===== src/rtl/lkv_pkg.sv =====
// Shared types and constants for the LRU key-value cache.
package lkv_pkg;

    // Storage geometry
    localparam int CAPACITY   = 64;
    localparam int VALUE_BITS = 64;
    localparam int CNT_W      = $clog2(CAPACITY + 1);

    // Fixed field widths
    localparam int KEY_W    = 31;
    localparam int DATA_W   = 64;
    localparam int STATUS_W = 2;
    localparam int CFG_W    = 7;
    localparam int PADDR_W  = 3;
    localparam int PDATA_W  = 32;

    // Register map (byte address bit 2 selects the register word)
    localparam logic REG_CAPACITY = 1'b0;

    typedef enum logic {
        CMD_PUT = 1'b0,
        CMD_GET = 1'b1
    } t_cmd;

    typedef enum logic [STATUS_W-1:0] {
        ST_FOUND   = 2'd0,
        ST_ABSENT  = 2'd1,
        ST_NOCACHE = 2'd2
    } t_status;

    // Request and response payloads
    typedef struct packed {
        logic              cmd;
        logic [KEY_W-1:0]  key;
        logic [DATA_W-1:0] data_in;
    } t_req;

    typedef struct packed {
        logic [STATUS_W-1:0] status;
        logic [DATA_W-1:0]   data_out;
    } t_rsp;

    // One entry of the recency-ordered row
    typedef struct packed {
        logic                  valid;
        logic [KEY_W-1:0]      key;
        logic [VALUE_BITS-1:0] value;
    } t_entry;

    // Per-cell control from the row controller
    typedef struct packed {
        logic clear;     // drop the entry
        logic shift;     // take the neighbor's entry
        logic in_range;  // position lies below the capacity
    } t_cell_ctrl;

endpackage


===== src/rtl/lkv_cell.sv =====
// One position of the recency-ordered entry row: holds an entry and compares its key.
module lkv_cell import lkv_pkg::*; (
    input  logic             i_clk,
    input  logic             i_rst_n,
    input  t_cell_ctrl       i_ctrl,
    input  t_entry           i_prev,
    input  logic [KEY_W-1:0] i_key,
    output t_entry           o_entry,
    output logic             o_match
);

    logic                  r_valid;
    logic [KEY_W-1:0]      r_key;
    logic [VALUE_BITS-1:0] r_value;
    logic                  n_valid;

    // Valid bit: cleared by config, otherwise follows the neighbor on a shift
    always_comb begin
        n_valid = r_valid;
        if (i_ctrl.clear) begin
            n_valid = 1'b0;
        end else if (i_ctrl.shift) begin
            n_valid = i_prev.valid && i_ctrl.in_range;
        end
    end

    always_ff @(posedge i_clk) begin
        if (!i_rst_n) begin
            r_valid <= 1'b0;
        end else begin
            r_valid <= n_valid;
        end
    end

    // Payload moves with the shift, no reset needed
    always_ff @(posedge i_clk) begin
        if (i_ctrl.shift) begin
            r_key   <= i_prev.key;
            r_value <= i_prev.value;
        end
    end

    assign o_entry.valid = r_valid;
    assign o_entry.key   = r_key;
    assign o_entry.value = r_value;
    assign o_match       = r_valid && (r_key == i_key);

endmodule


===== config.mk =====
export PLATFORM = sky130hd
export DESIGN_NAME = lkv_cell
export DESIGN_NICKNAME = d
export VERILOG_FILES = /design/src/rtl/lkv_pkg.sv /design/src/rtl/lkv_cell.sv
export SDC_FILE = /design/constraint.sdc
export NUM_CORES = 1
export LEC_CHECK = 0
export ABC_AREA = 1
export BUFFER_PORTS_ARGS = -buffer_cell sky130_fd_sc_hd__buf_2
export CORE_UTILIZATION = 39
export CTS_BUF_LIST = sky130_fd_sc_hd__clkbuf_4
export CTS_CLUSTER_DIAMETER = 60
export DETAILED_ROUTE_END_ITERATION = 8
export GPL_TIMING_DRIVEN = 0
export PLACE_DENSITY = 0.78
export RECOVER_POWER = 100
export SYNTH_ARGS = -nofsm -noshare
export SYNTH_HDL_FRONTEND = slang
export SYNTH_SLANG_ARGS = --single-unit

===== constraint.sdc =====
create_clock -name i_clk -period 0.9 [get_ports i_clk]
set_input_delay 0.09 -clock i_clk [delete_from_list [all_inputs] [get_ports i_clk]]
set_output_delay 0.09 -clock i_clk [all_outputs]
set_load 0.03 [all_outputs]

# After elaboration in Yosys (flattened, before gate mapping)
# Index checks and enable logic that the tools add are counted.
op_classes:
  n_reduce_logical: 3
  n_bitwise: 1
  eq_ne: 1
op_table:
  columns: ["op", "n"]
  rows:
  - ["31-bit == test", 1]
  - ["1-bit logical AND", 2]
  - ["2-bit OR reduction", 1]
  - ["1-bit NOT", 1]
word_totals:
  ff_bits: 96
  elab_cells: 8
  in_bits: 132
  output_inout_bits: 97

# Depth between registers and ports, before layout
logic_depth:
  ltp_word: 2
  ltp_mapped: 8
  mapped_depth_nobuf: 8

# Worst setup path before layout
# OpenSTA, ideal clock, no wires.
synth_timing:
  path_type: "register to output"
  from: "register r_key[28]"
  to: "output port o_match"
  path_slack_ns: -0.568
  arrival_time_ns: 1.378
  n_path_buf: 0
  t_required_ns: 0.810
  stages_incl_launch_ff: 8
  path_cell_list: "edfxtp_1 -> nand2_1 -> nand2_1 -> nor2_1 -> nand2_1 -> nor2_1 -> nand2_1 -> nor2_1"
synth_via:
  elab_chain_cells: 2
synth_rtl:
  columns: ["element", "line_no", "source"]
  rows:
  - ["start: declaration", "lkv_cell.sv:13", "logic [KEY_W-1:0] r_key;"]
  - ["start signal: assignment", "lkv_cell.sv:38", "r_key <= i_prev.key;"]
  - ["31-bit == test", "lkv_cell.sv:46", "assign o_match = r_valid && (r_key == i_key);"]
  - ["1-bit logical AND", "lkv_cell.sv:46", null]
  - ["end: declaration", "lkv_cell.sv:9", "output logic o_match"]
# Every way passes these cells.

# Worst setup path in the final report
layout_timing:
  from: "register r_key[29]"
  to: "output port o_match"
# Same word-level chain as after synthesis.

==> flow_metrics.env <==
export IMPL_hold_depth=1
export IMPL_arrival_ns=1.71
export IMPL_setup_viol=97
export IMPL_peakVddDrop_mv=1.16
export IMPL_holdWs_ns=0.287
export IMPL_combPwrFrac_pct=24.2
export IMPL_vias=3281
export IMPL_synth_edf_count=95
export IMPL_reg2reg_from="r_valid"
export IMPL_seq_area_frac_synth_pct=81.0
export IMPL_ys_ff_latch=96
export IMPL_clk_pin_slew_worst_paths_ns=0.18
export IMPL_worstPathMaxFanout=3
export IMPL_multi_input_area_um2=487
export IMPL_start_kind="flip-flop"
export IMPL_grt_first_pass_wirelength_mm=17.2
export IMPL_dr_pass1_iters=4
export IMPL_synthCells=270
export IMPL_final_fill_count=543
export IMPL_diodes=0
export IMPL_synthTopCellsByCount="95 x edfxtp_1, 84 x nand2_1, 52 x inv_1"
export IMPL_hp_start="i_ctrl[1]"
export IMPL_ys_types=10
export IMPL_insertion_delay_ns=0.44
export IMPL_start_util_pct=40.4
export IMPL_p_sw_share_pct=29.9
export IMPL_period_share_pct=199
export IMPL_cts_tree="built"
export IMPL_drt_total_wl_mm=11.3
export IMPL_report_final_slew_viol_count=0
export IMPL_reg2reg_slack_ns=0.06
export IMPL_cap_violations=0
export IMPL_skew_ns=0
export IMPL_tightest_slew_ns=0.658
export IMPL_power_switching_mw=3.07
export IMPL_violations="negative setup slack"
export IMPL_port_buffers=228
export IMPL_yosysWarnings=0
export IMPL_seqPwrFrac_pct=54.1
export IMPL_wl_per_cell_um=15.6
export IMPL_synth_area_leaders="edfxtp_1 80%, nand2_1 8.9%, inv_1 5.5%, nor2_1 3.2%, dfxtp_1 0.56%"
export IMPL_routabilityCongestion=0.735
export IMPL_max_freq_mhz=557
export IMPL_root_buffer="clkbuf_4"
export IMPL_antenna_found_initial=0
export IMPL_setup_slack_ns=-0.895
export IMPL_ant_nets=0
export IMPL_fin_nets=746
export IMPL_grt_usage_pct=24.4
export IMPL_cts_buffers=9
export IMPL_crit_path_end_kind="output port"
export IMPL_status="finished, violations left"
export IMPL_rows=34
export IMPL_drt_iter0_markers=89
export IMPL_grt_max_degree=52
export IMPL_hold_path_end="r_value[26]"
export IMPL_min_period_ns=1.80
export IMPL_synth_ff_type="edfxtp_1"
export IMPL_critPathMaxStageDelay_ns=0.47
export IMPL_die_h_um=97.3
export IMPL_drc=0
export IMPL_die_w_um=97.3
export IMPL_r2r_end="r_valid"
export IMPL_core_area_mm2=0.00876
export IMPL_area_delta_synth_final_pct=86.7
export IMPL_gr_total_overflow=0
export IMPL_cp_slowest_cell="edfxtp_1"
export IMPL_rsz0062_at_grt="true"
export IMPL_hold_path_class="in2reg"
export IMPL_pwr_share_clk_pct=21.7
export IMPL_cts_max_level=3
export IMPL_synth_most_common_cell="edfxtp_1"
export IMPL_cpMostUsedCell="nand2_1"
export IMPL_hold_viol=0
export IMPL_p_int_mw=7.20
export IMPL_post_dp_hpwl_mm=6.37
export IMPL_required_ns=0.81
export IMPL_synth_async_reset_ratio_pct=0
export IMPL_synth_area_mm2=0.00354
export IMPL_final_util_pct=75.5
export IMPL_synth_area_leader_cell="edfxtp_1"
export IMPL_grt_pass1_vias=3512
export IMPL_clk_path_buf_depth=2
export IMPL_synth_top_area_share_pct=80.5
export IMPL_place_ws_ns=-0.459
export IMPL_syn_avg_cell_area_um2=13.1
export IMPL_syn_nets=402
export IMPL_layout_drive_gt1_share_pct=39.6
export IMPL_power_density_mw_per_mm2=1550
export IMPL_ff2ff_path_depth=3
export IMPL_crit_type="reg2out"
export IMPL_clock_sinks=96
export IMPL_relSlewSlack_pct=56.1
export IMPL_crit_chain="nand2_1 > nand2_1 > nor2_1 > nand2_1 > nor2_1 > nand2_2 > nor2_4 > buf_6"
export IMPL_vias_per_cell=4.51
export IMPL_io_pins=229
export IMPL_seqCellArea_mm2=0.00287
export IMPL_leakage_nw=3.10
export IMPL_die_area_mm2=0.00947
[power groups by stage]
stage	combinational [mW]	sequential [mW]	clock, mW
after floorplan	0.212	6.25	0
after global placement	1.64	5.53	0
after detailed placement	1.69	5.54	0
after CTS	2.40	5.53	2.30
after global routing	2.62	5.59	2.46
final	2.49	5.55	2.23
[area by class of cell]
cell class                 instances  area share [%]
clock buffer                      10            1.13
clock inverter                     6           0.870
inverter                          52            2.95
multi-input combinational        121            7.35
sequential                        96            43.4
tap                              108            2.04
timing repair buffer             334            42.2
[sequential cells by signal, summed over array words and instances, names as in the netlist]
| name | flops |
|---|---|
| r_key | 31 |
| r_valid | 1 |
| r_value | 64 |
[worst max path at each step]
stage / startpoint / endpoint / slack [ns]
2_1_floorplan: r_key[28] / o_match / -0.39
3_3_place_gp: i_ctrl[1] / r_value[10] / -1.10
3_5_place_dp: r_key[3] / o_match / -0.46
4_1_cts: r_key[18] / o_match / -0.92
5_1_grt: r_key[2] / o_match / -1.05
6_report: r_key[29] / o_match / -0.90
[metal layers]
layer	wire length (µm)	part of all wire, %	GRT usage, %	vias to the layer above
met5	0	0	0	-
met4	416	3.7	12.6	0
met3	807	7.1	6.98	31
met2	6310	56	45.8	168
met1	3800	34	24.2	1525
li1	-	-	-	1557
[through the flow]
stage / std cells / setup TNS, ns / power, mW / instance area (µm²)
5_1_grt: 727 / -30.15 / 10.7 / 6620
2_1_floorplan: 270 / -0.388 / 6.47 / 3550
4_1_cts: 722 / -25.45 / 10.2 / 6570
3_3_place_gp: 606 / -105.39 / 7.17 / 4830
3_5_place_dp: 607 / -24.72 / 7.23 / 4850
6_report: 727 / -24.34 / 10.3 / 6620
[cells by family (layout without fill, tap and decap cells)]
group / count (synthesis) / count (layout) / synth area share [%]
buf+inv: 53 / 402 / 5.72
xor+xnor: 1 / 1 / 0.247
simple gates: 114 / 114 / 12.1
compound gates: 6 / 6 / 0.918
flops: 96 / 96 / 81.0
[what timing repair did]
| action | CTS | global route |
|---|---|---|
| hold buffers | 99 | 0 |
| endpoints found under the hold margin | 96 | 0 |
| resized for setup | 192 | 11 |
| setup buffers | 0 | 6 |
| setup endpoints to repair | 97 | 97 |
| pin swaps | 0 | 1 |
[placed cells by master, fill, tap and decap left out, types with 11 or more instances in the layout]
cell type / n
buf_2: 118
dlygate4sd3_1: 99
buf_6: 98
edfxtp_1: 95
nand2_1: 83
inv_1: 52
nor2_1: 26
clkbuf_4: 12
clkbuf_1: 11
[critical path: cells and delay by family, from the launching register on]
kind                   cells  cell delay (ns)
buffers and inverters      1             0.13
DFF                        1             0.47
and+or+nand+nor            7             0.65
No activity file was read; power rests on OpenSTA's default activity.
